<file path="src/hdl/dmac_pkg.sv">
// Shared widths, select codes and control types for the multiply-accumulate unit.
`default_nettype none
package dmac_pkg;

	localparam int BUS_W  = 16;
	localparam int OP_W   = 17;
	localparam int PROD_W = 34;
	localparam int ACC_W  = 40;
	localparam int RND_W  = 16;
	localparam int AHI_LO = 16;
	localparam int AHI_HI = 32;

	// X operand sources
	localparam logic [1:0] XS_T   = 2'd0;
	localparam logic [1:0] XS_DB  = 2'd1;
	localparam logic [1:0] XS_AHI = 2'd2;
	localparam logic [1:0] XS_DBU = 2'd3;

	// Y operand sources; the remaining codes give a zero operand
	localparam logic [2:0] YS_P   = 3'd0;
	localparam logic [2:0] YS_DB  = 3'd1;
	localparam logic [2:0] YS_AHI = 3'd2;
	localparam logic [2:0] YS_CB  = 3'd3;
	localparam logic [2:0] YS_DBU = 3'd4;

	// Accumulate modes; the remaining codes act as product only
	localparam logic [2:0] AM_PROD  = 3'd0;
	localparam logic [2:0] AM_ADD_A = 3'd1;
	localparam logic [2:0] AM_ADD_B = 3'd2;
	localparam logic [2:0] AM_SUB_A = 3'd3;
	localparam logic [2:0] AM_SUB_B = 3'd4;

	// Store mode bits
	localparam int SM_DEST_BIT  = 0;
	localparam int SM_ROUND_BIT = 1;

	typedef logic signed [OP_W-1:0] operand_t;
	typedef logic [ACC_W-1:0] acc_t;

	typedef struct packed {
		logic [2:0] acc_mode;
		logic       to_b;
		logic       round;
	} mac_ctrl_t;

endpackage
`default_nettype wire

</file>
<file path="src/hdl/dmac_opsel.sv">
// Operand selection: builds the 17-bit signed X and Y multiplier inputs.
`default_nettype none
module dmac_opsel (
	input  logic [1:0]                    x_select,
	input  logic [2:0]                    y_select,
	input  logic [dmac_pkg::BUS_W-1:0]    t_word,
	input  logic [dmac_pkg::BUS_W-1:0]    db_word,
	input  logic [dmac_pkg::BUS_W-1:0]    cb_word,
	input  logic [dmac_pkg::BUS_W-1:0]    p_word,
	input  logic [dmac_pkg::OP_W-1:0]     a_high,
	output dmac_pkg::operand_t            x_op,
	output dmac_pkg::operand_t            y_op
);
	import dmac_pkg::*;

	logic [OP_W-1:0] t_sx;
	logic [OP_W-1:0] db_sx;
	logic [OP_W-1:0] db_zx;
	logic [OP_W-1:0] cb_sx;
	logic [OP_W-1:0] p_sx;

	assign t_sx  = {t_word[BUS_W-1], t_word};
	assign db_sx = {db_word[BUS_W-1], db_word};
	assign db_zx = {1'b0, db_word};
	assign cb_sx = {cb_word[BUS_W-1], cb_word};
	assign p_sx  = {p_word[BUS_W-1], p_word};

	always_comb begin
		case (x_select)
			XS_T:    x_op = operand_t'(t_sx);
			XS_DB:   x_op = operand_t'(db_sx);
			XS_AHI:  x_op = operand_t'(a_high);
			default: x_op = operand_t'(db_zx);
		endcase
	end

	always_comb begin
		case (y_select)
			YS_P:    y_op = operand_t'(p_sx);
			YS_DB:   y_op = operand_t'(db_sx);
			YS_AHI:  y_op = operand_t'(a_high);
			YS_CB:   y_op = operand_t'(cb_sx);
			YS_DBU:  y_op = operand_t'(db_zx);
			default: y_op = '0;
		endcase
	end

endmodule
`default_nettype wire

</file>
<file path="src/hdl/dmac_core.sv">
// Multiply, accumulate and round datapath with the A and B accumulators.
`default_nettype none
module dmac_core (
	input  logic                          clk,
	input  logic                          arst_n,
	input  logic                          advance,
	input  dmac_pkg::mac_ctrl_t           ctrl,
	input  dmac_pkg::operand_t            x_op,
	input  dmac_pkg::operand_t            y_op,
	output logic [dmac_pkg::OP_W-1:0]     a_high,
	output logic [dmac_pkg::ACC_W-1:0]    result,
	output logic                          wrote_b
);
	import dmac_pkg::*;

	acc_t                    acc_a_q;
	acc_t                    acc_b_q;
	acc_t                    res_q;
	logic                    wrote_b_q;
	logic signed [PROD_W-1:0] prod;
	acc_t                    prod_ext;
	acc_t                    base;
	acc_t                    addend;
	acc_t                    rnd;
	logic                    sub;
	acc_t                    sum;
	acc_t                    res_next;

	assign a_high = acc_a_q[AHI_HI:AHI_LO];

	assign prod     = PROD_W'(x_op) * PROD_W'(y_op);
	assign prod_ext = acc_t'({{(ACC_W-PROD_W){prod[PROD_W-1]}}, prod});

	always_comb begin
		base = '0;
		sub  = 1'b0;
		case (ctrl.acc_mode)
			AM_ADD_A: base = acc_a_q;
			AM_ADD_B: base = acc_b_q;
			AM_SUB_A: begin
				base = acc_a_q;
				sub  = 1'b1;
			end
			AM_SUB_B: begin
				base = acc_b_q;
				sub  = 1'b1;
			end
			default: base = '0;
		endcase
	end

	// subtract as base + ~prod + 1; fold the rounding constant into the same add
	assign addend = sub ? ~prod_ext : prod_ext;
	assign rnd    = ctrl.round ? (acc_t'(1) << (RND_W - 1)) : '0;
	assign sum    = base + addend + rnd + acc_t'(sub);

	always_comb begin
		res_next = sum;
		if (ctrl.round) begin
			res_next[RND_W-1:0] = '0;
		end
	end

	always_ff @(posedge clk or negedge arst_n) begin
		if (!arst_n) begin
			acc_a_q <= '0;
			acc_b_q <= '0;
		end else if (advance) begin
			if (ctrl.to_b) begin
				acc_b_q <= res_next;
			end else begin
				acc_a_q <= res_next;
			end
		end
	end

	always_ff @(posedge clk) begin
		if (advance) begin
			res_q     <= res_next;
			wrote_b_q <= ctrl.to_b;
		end
	end

	assign result  = res_q;
	assign wrote_b = wrote_b_q;

endmodule
`default_nettype wire

</file>
<file path="src/hdl/dsp_multiply_accumulate_unit.sv">
// Top level: input register, operand select, MAC datapath and result register.
//
//   channel  direction  handshake             payload
//   in       sink       in_valid / in_ready   x_select y_select acc_mode store_mode
//                                             t_word db_word cb_word p_word
//   out      source     out_valid / out_ready acc_result wrote_b
//
// One word per cycle sustained while the output is taken; an accepted word goes to the
// input register, then is multiply-accumulated into the result register.
// Accumulators update as a word leaves the input register, so the next word
// always sees them current. Reset clears both accumulators and the valid flags.
// A stalled output holds its word; the input register still takes one more.
`default_nettype none
module dsp_multiply_accumulate_unit (
	input  logic                          clk,
	input  logic                          arst_n,
	input  logic                          in_valid,
	output logic                          in_ready,
	input  logic [1:0]                    x_select,
	input  logic [2:0]                    y_select,
	input  logic [2:0]                    acc_mode,
	input  logic [1:0]                    store_mode,
	input  logic [dmac_pkg::BUS_W-1:0]    t_word,
	input  logic [dmac_pkg::BUS_W-1:0]    db_word,
	input  logic [dmac_pkg::BUS_W-1:0]    cb_word,
	input  logic [dmac_pkg::BUS_W-1:0]    p_word,
	output logic                          out_valid,
	input  logic                          out_ready,
	output logic signed [dmac_pkg::ACC_W-1:0] acc_result,
	output logic                          wrote_b
);
	import dmac_pkg::*;

	logic               vld_s1;
	logic [1:0]         xs_s1;
	logic [2:0]         ys_s1;
	logic [2:0]         am_s1;
	logic [1:0]         sm_s1;
	logic [BUS_W-1:0]   t_s1;
	logic [BUS_W-1:0]   db_s1;
	logic [BUS_W-1:0]   cb_s1;
	logic [BUS_W-1:0]   p_s1;
	logic               out_valid_q;
	logic               advance;
	logic               accept;
	mac_ctrl_t          ctrl;
	operand_t           x_op;
	operand_t           y_op;
	logic [OP_W-1:0]    a_high;
	logic [ACC_W-1:0]   result;

	assign advance  = vld_s1 && (!out_valid_q || out_ready);
	assign in_ready = !vld_s1 || advance;
	assign accept   = in_valid && in_ready;

	always_ff @(posedge clk or negedge arst_n) begin
		if (!arst_n) begin
			vld_s1      <= 1'b0;
			out_valid_q <= 1'b0;
		end else begin
			if (in_ready) begin
				vld_s1 <= in_valid;
			end
			if (advance) begin
				out_valid_q <= 1'b1;
			end else if (out_ready) begin
				out_valid_q <= 1'b0;
			end
		end
	end

	always_ff @(posedge clk) begin
		if (accept) begin
			xs_s1 <= x_select;
			ys_s1 <= y_select;
			am_s1 <= acc_mode;
			sm_s1 <= store_mode;
			t_s1  <= t_word;
			db_s1 <= db_word;
			cb_s1 <= cb_word;
			p_s1  <= p_word;
		end
	end

	assign ctrl.acc_mode = am_s1;
	assign ctrl.to_b     = sm_s1[SM_DEST_BIT];
	assign ctrl.round    = sm_s1[SM_ROUND_BIT];

	dmac_opsel u_opsel (
		.x_select (xs_s1),
		.y_select (ys_s1),
		.t_word   (t_s1),
		.db_word  (db_s1),
		.cb_word  (cb_s1),
		.p_word   (p_s1),
		.a_high   (a_high),
		.x_op     (x_op),
		.y_op     (y_op)
	);

	dmac_core u_core (
		.clk     (clk),
		.arst_n  (arst_n),
		.advance (advance),
		.ctrl    (ctrl),
		.x_op    (x_op),
		.y_op    (y_op),
		.a_high  (a_high),
		.result  (result),
		.wrote_b (wrote_b)
	);

	assign out_valid  = out_valid_q;
	assign acc_result = $signed(result);

endmodule
`default_nettype wire

</file>
<file path="config.mk">
export PLATFORM = sky130hd
export DESIGN_NAME = dsp_multiply_accumulate_unit
export DESIGN_NICKNAME = d
export VERILOG_FILES = /design/src/hdl/dmac_pkg.sv /design/src/hdl/dmac_opsel.sv /design/src/hdl/dmac_core.sv /design/src/hdl/dsp_multiply_accumulate_unit.sv
export SDC_FILE = /design/constraint.sdc
export NUM_CORES = 1
export LEC_CHECK = 0
export ABC_AREA = 0
export ABC_CLOCK_PERIOD_IN_PS = 11400
export BUFFER_PORTS_ARGS = -buffer_cell sky130_fd_sc_hd__buf_2
export CORE_MARGIN = 5
export CORE_UTILIZATION = 50
export CTS_CLUSTER_SIZE = 28
export DETAILED_ROUTE_END_ITERATION = 8
export PLACE_DENSITY_LB_ADDON = 0.3
export SETUP_SLACK_MARGIN = 0.02
export SYNTH_ARGS = -nofsm -noshare
export SYNTH_HDL_FRONTEND = slang
export SYNTH_SLANG_ARGS = --single-unit
</file>
<file path="constraint.sdc">
create_clock -name clk -period 11.4 [get_ports clk]
set_input_delay 0.57 -clock clk [delete_from_list [all_inputs] [get_ports clk]]
set_output_delay 0.57 -clock clk [all_outputs]
set_load 0.005 [all_outputs]
</file>
# ---- After elaboration in Yosys (flattened, before gate mapping)
# Index checks and enable logic that the tools add are counted.
dict set report totals {
  wordCells 53
  output_inout_bits 43
  ff_bits 197
  input_bits 78
}
dict set report op_classes {
  n_reduce_logical 14
  mul 1
  bitwise 2
  muxes 9
  n_addsub 3
  n_eq_ne 10
}
# operator count
set ops {}
lappend ops {{$pmux W17 S5} 1}
lappend ops {{$add A40 B40 Y40} 2}
lappend ops {{$pmux W40 S2} 1}
lappend ops {{$pmux W17 S3} 1}
lappend ops {{$add A40 B1 Y40} 1}
lappend ops {{$mux W40} 1}
lappend ops {{$not A40 Y40} 1}
lappend ops {{$mul A17 B17 Y34} 1}
lappend ops {{$mux W16} 2}
lappend ops {{$eq A3 B2 Y1 const B} 4}
lappend ops {{$eq A3 B1 Y1 const B} 2}
lappend ops {{$eq A3 B3 Y1 const B} 2}
lappend ops {{$reduce_or A2 Y1} 3}
lappend ops {{$reduce_and A2 Y1} 2}
lappend ops {{$logic_not A3 Y1} 1}
lappend ops {{$mux W1} 3}
lappend ops {{$eq A2 B1 Y1 const B} 1}
lappend ops {{$eq A2 B2 Y1 const B} 1}
lappend ops {{$logic_and A1 B1 Y1} 2}
lappend ops {{$logic_not A1 Y1} 2}
lappend ops {{$logic_not A2 Y1} 1}
lappend ops {{$logic_or A1 B1 Y1} 2}
lappend ops {{$reduce_bool A2 Y1} 1}
lappend ops {{$not A1 Y1} 1}

# ---- Depth between registers and ports, before layout
dict set report depth {
  word_depth 9
  mapped_depth 43
  mapped_depth_nobuf 38
}

# ---- Modules after synthesis
# A second synthesis with hierarchy kept.
dict set report unflattened {
  hier_cells 2100
  hier_area_um2 21607.0
}
# module seq_area_each_um2 area_per_inst_um2 cells_per_inst n_inst
set by_module_without_submodules {}
lappend by_module_without_submodules {dmac_core 3233.1 18240.0 1880 1}
lappend by_module_without_submodules {dsp_multiply_accumulate_unit 2272.2 2326.0 82 1}
lappend by_module_without_submodules {dmac_opsel 0.0 1041.0 138 1}

# ---- Worst setup path after synthesis
# Ideal clock, no wire load.
dict set report synth_path {
  path_type {register -> register}
  startpoint {register ys_s1[0]}
  endpoint {register u_core.res_q[39] (netlist: u_core.result[39]), data pin}
  n_path_buf 5
  path_stages_with_launch 39
  path_slack_ns 1.330
  t_arrival_ns 9.803
  path_cell_list {edfxtp_1 -> clkbuf_1 -> clkbuf_1 -> buf_2 -> mux2i_1 -> o22a_1 -> clkbuf_1 -> nor2_1 -> fa_1 -> inv_1 -> fa_1 -> inv_1 -> fa_1 -> fa_1 -> fa_1 -> inv_1 -> fa_1 -> inv_1 -> (+3 left out) -> o22ai_1 -> o21ai_1 -> o21ai_1 -> o21a_1 -> nor2_1 -> xnor2_1 -> ha_1 -> ha_1 -> clkbuf_2 -> nand4_1 -> nor3_2 -> and2_1 -> nand3_1 -> o32ai_1 -> o32ai_2 -> and4_1 -> nor4_2 -> nand2_1}
}
dict set report synth_between {
  elab_chain_cells 8
  word_cells_on_any_way 12
  classes_between {add/sub (3); mul (1); eq/ne (4); mux (2); bitwise (1); reduce/logical (1)}
}
# item line_no
set synth_lines {}
lappend synth_lines {{start, declared} dsp_multiply_accumulate_unit.sv:36} ;# logic [2:0] ys_s1;
lappend synth_lines {{start signal, assigned} dsp_multiply_accumulate_unit.sv:75} ;# ys_s1 <= y_select;
lappend synth_lines {{$eq A3 B3 Y1 (tied with other cells)} dmac_opsel.sv:38} ;# case (y_select)
lappend synth_lines {{$pmux W17 S5 *} dmac_opsel.sv:38}
lappend synth_lines {{$mul A17 B17 Y34 *} dmac_core.sv:31} ;# assign prod = PROD_W'(x_op) * PROD_W'(y_op);
lappend synth_lines {{$not A40 Y40} dmac_core.sv:53} ;# assign addend = sub ? ~prod_ext : prod_ext;
lappend synth_lines {{$mux W40 *} dmac_core.sv:53}
lappend synth_lines {{$add A40 B40 Y40 * (2 in series)} dmac_core.sv:55} ;# assign sum = base + addend + rnd + acc_t'(sub);
lappend synth_lines {{$add A40 B1 Y40 *} dmac_core.sv:55}
lappend synth_lines {{net u_core.res_next[39]} dmac_core.sv:27} ;# acc_t res_next;
lappend synth_lines {{end signal, assigned} dmac_core.sv:79} ;# res_q <= res_next;
lappend synth_lines {{end, declared} dmac_core.sv:18} ;# acc_t res_q;
# The timed path passes the listed nets; every way through them passes the cells marked *.
# A chain may end at the register's enable or synchronous reset.

# ---- Worst setup path in the final report
# Ends and elaborated chain as after synthesis.

==> flow_summary_export.csv <==
group,metric,value,unit
outcome,outcome,"completed",
worst_setup_path,reg2reg_depth,39,
yosys,yosysUniqueCellTypes,74,
yosys,avgSynthCellArea,9.875,um^2
sta,final_hold_viol_count,0,
worst_setup_path,endpoint_kind,"flop",
yosys,syn_inst,2189,
placement,pre_cts_slack,0.4617,ns
sta,fin_crit_sh,0.9515,
placement,place_congestion,0.9555,
sta,finalSetupViolations,0,
sta,maxSlewHeadroom,0.2635,
route,viasPerCell,5.625,
route,num_vias,16280,
worst_setup_path,startpoint,"ys_s1[0]",
floorplanning,placementRows,76,
yosys,syn_nets,2725,
worst_setup_path,cp_top_family,"adder cells",
final_layout,final_common_cell,"inv_1",
route,routedWlPerCell,20.89,um
route,drtIter0Drc,1263,
cts,clockBufferDepth,2,
placement,postPlaceCellArea,0.02301,mm^2
worst_setup_path,critical_path.max_fanout,26,
worst_setup_path,worst-path-buf-inv,6,
placement,portBuffers,120,
worst_setup_path,worstPathArrival,11.09,ns
yosys,synthesis.area,0.02162,mm^2
worst_setup_path,r2r_end,"u_core.result[39]",
final_layout,layout-drive-gt1-share,0.1182,
route,routed_wirelength,60480,um
final_layout,final_cell_mix,"325 x inv_1, 298 x fa_1, 266 x nand2_1",
grt,grt_overflow,0,
sta,finalWorstSetupSlack,0.5524,ns
yosys,yosysTopAreaCell,"fa_1",
route,dr.pass1.iters,6,
cts,clock_tree.root_cell,"clkbuf_16",
worst_setup_path,cp_slowest_cell,"fa_1",
yosys,synth_edf_count,115,
placement,dp_hpwl,48340,um
sta,period_minus_slack,10.85,ns
cts,cts_sinks,197,
sta,tns,0,ns
worst_setup_path,cp_common_cell,"fa_1",
floorplanning,core_area,0.04289,mm^2
floorplanning,start_util,0.5041,
worst_hold_path,hold_path_class,"input port to flop",
sta,grt_setup_unrepaired,"no",
sta,finalMaxSlewViolations,0,
grt,grtUsageTotal,0.2620,
worst_setup_path,cp-start-kind,"flop",
worst_hold_path,hold_end,"p_s1[11]",
sta,tightestPinTransition,1.105,ns
cts,clkSlewWorstSetupHoldPaths,0.10,ns
worst_setup_path,critical_path_class,"flop to flop",
worst_setup_path,r2r_slack,0.55,ns
grt,grt_pass1_vias,16920,
final_layout,fin_nets,2832,
cts,cts_tree,"built",
yosys,ys_ff_latch,197,
grt,grt_pass1_wl,95520,um
yosys,async_flop_share,0.4162,
worst_hold_path,hold_start,"p_word[11]",
worst_setup_path,r2r_start,"ys_s1[0]",
grt,grt_max_degree,75,
sta,fin_skew,0.01717,ns
final_layout,final_area,0.02372,mm^2
grt,antenna_found_initial,1,
floorplanning,die_x,217.9,um
floorplanning,ios,121,
cts,cts_buffers,17,
floorplanning,die_y,217.9,um
yosys,synth.area.top_cells,"fa_1 28%, edfxtp_1 16%, dfrtp_1 9.5%",
final_layout,fillCellCount,3776,
yosys,synth_top_area_share,0.2760,
flow_run,drv_cap,0,
route,drc,0,
cts,clock_latency,0.51,ns
worst_hold_path,worstHoldPathCells,1,
route,ant_nets,0,
final_layout,area_growth,9.735,%
cts,cts_htree_levels,4,
floorplanning,dieArea,0.04749,mm^2
worst_setup_path,required,11.64,ns
worst_setup_path,slowest_delay,0.52,ns
yosys,dominantRegCellSynth,"edfxtp_1",
sta,fmax,92.19,MHz
yosys,ys_seq_area_frac,0.2547,
yosys,yosys_warnings,0,
==> area by class of cell <==
cell class	count	area, um^2	share of cell area
inverters	326	1224	0.05158
well taps	585	732.0	0.03086
flip-flops and latches	197	5505	0.2321
clock buffers	17	425.4	0.01793
repair buffers	171	1013	0.04272
clock inverters	15	206.4	0.008703
multi-input cells	1583	14610	0.6160
diodes	1	2.502	0.0001055
==> per-layer routing <==
metal	up-vias	global-route usage	wire length [um]
met5	-	0	0
met4	0	0.08792	2034
met3	110	0.05040	4032
met2	585	0.4262	29000
met1	8248	0.3561	25410
li1	7340	-	-
==> sequential cells by signal, summed over array words and instances (netlist names) <==
| register | flops |
|---|---|
| u_core.wrote_b | 1 |
| am_s1 | 3 |
| xs_s1 | 2 |
| cb_s1 | 16 |
| t_s1 | 16 |
| u_core.result | 40 |
| ys_s1 | 3 |
| db_s1 | 16 |
| vld_s1 | 1 |
| out_valid | 1 |
| p_s1 | 16 |
| u_core.acc_b_q | 40 |
| u_core.acc_a_q | 40 |
| sm_s1 | 2 |
==> synthesized netlist by cell type, types with 10 or more instances <==
| cell type | number |
|---|---|
| or2_2 | 13 |
| nor2_1 | 241 |
| o22a_1 | 10 |
| mux2_2 | 28 |
| buf_1 | 11 |
| xor2_1 | 22 |
| o21ai_0 | 50 |
| nand2b_1 | 25 |
| a21oi_1 | 67 |
| o21ai_1 | 17 |
| nand2_1 | 266 |
| a21o_1 | 30 |
| fa_1 | 298 |
| mux2i_1 | 39 |
| and2_1 | 11 |
| nor2b_1 | 13 |
| clkbuf_1 | 67 |
| o21a_1 | 33 |
| a22o_1 | 38 |
| xnor2_1 | 86 |
| o21bai_1 | 10 |
| ha_1 | 160 |
| dfrtp_1 | 82 |
| inv_1 | 326 |
| edfxtp_1 | 115 |
==> per-stage QoR <==
| step | cells | utilization | hold slack, ns |
|---|---|---|---|
| after detailed placement | 2856 | 0.5365 | 0.4642 |
| after global routing | 2895 | 0.5531 | 0.2016 |
| final | 2895 | 0.5531 | 0.2297 |
| after CTS | 2889 | 0.5514 | 0.1944 |
| after floorplan | 2189 | - | 0.2744 |
| after global placement | 2856 | 0.5365 | 0.4586 |
==> logic make-up after synthesis <==
kind of cell | synth area share
and+or+nand+nor | 0.1243
AOI/OAI and AO/OA | 0.1047
muxes | 0.03264
xor gates and xnor gates | 0.04376
buffers and inverters | 0.07131
DFF | 0.2547
adders and majority gates | 0.3686
==> worst max path at each step <==
stage,end,slack (ns),depth (start not counted)
after floorplan,u_core.result[39],1.33,38
after global placement,u_core.result[39],0.59,36
after detailed placement,u_core.result[39],0.46,36
after CTS,u_core.result[39],0.42,36
after global routing,u_core.result[39],0.04,36
final,u_core.result[39],0.55,39
==> what timing repair did <==
action,4_1_cts,5_1_grt
buffers inserted,0,5
resized for setup,0,8
setup endpoints to repair,0,5
endpoints found under the hold margin,22,0
hold buffers,1,0
Power is left out: the tool's default activity adds up to more than one toggle a clock period on the data nets, which glitch-free logic cannot reach.
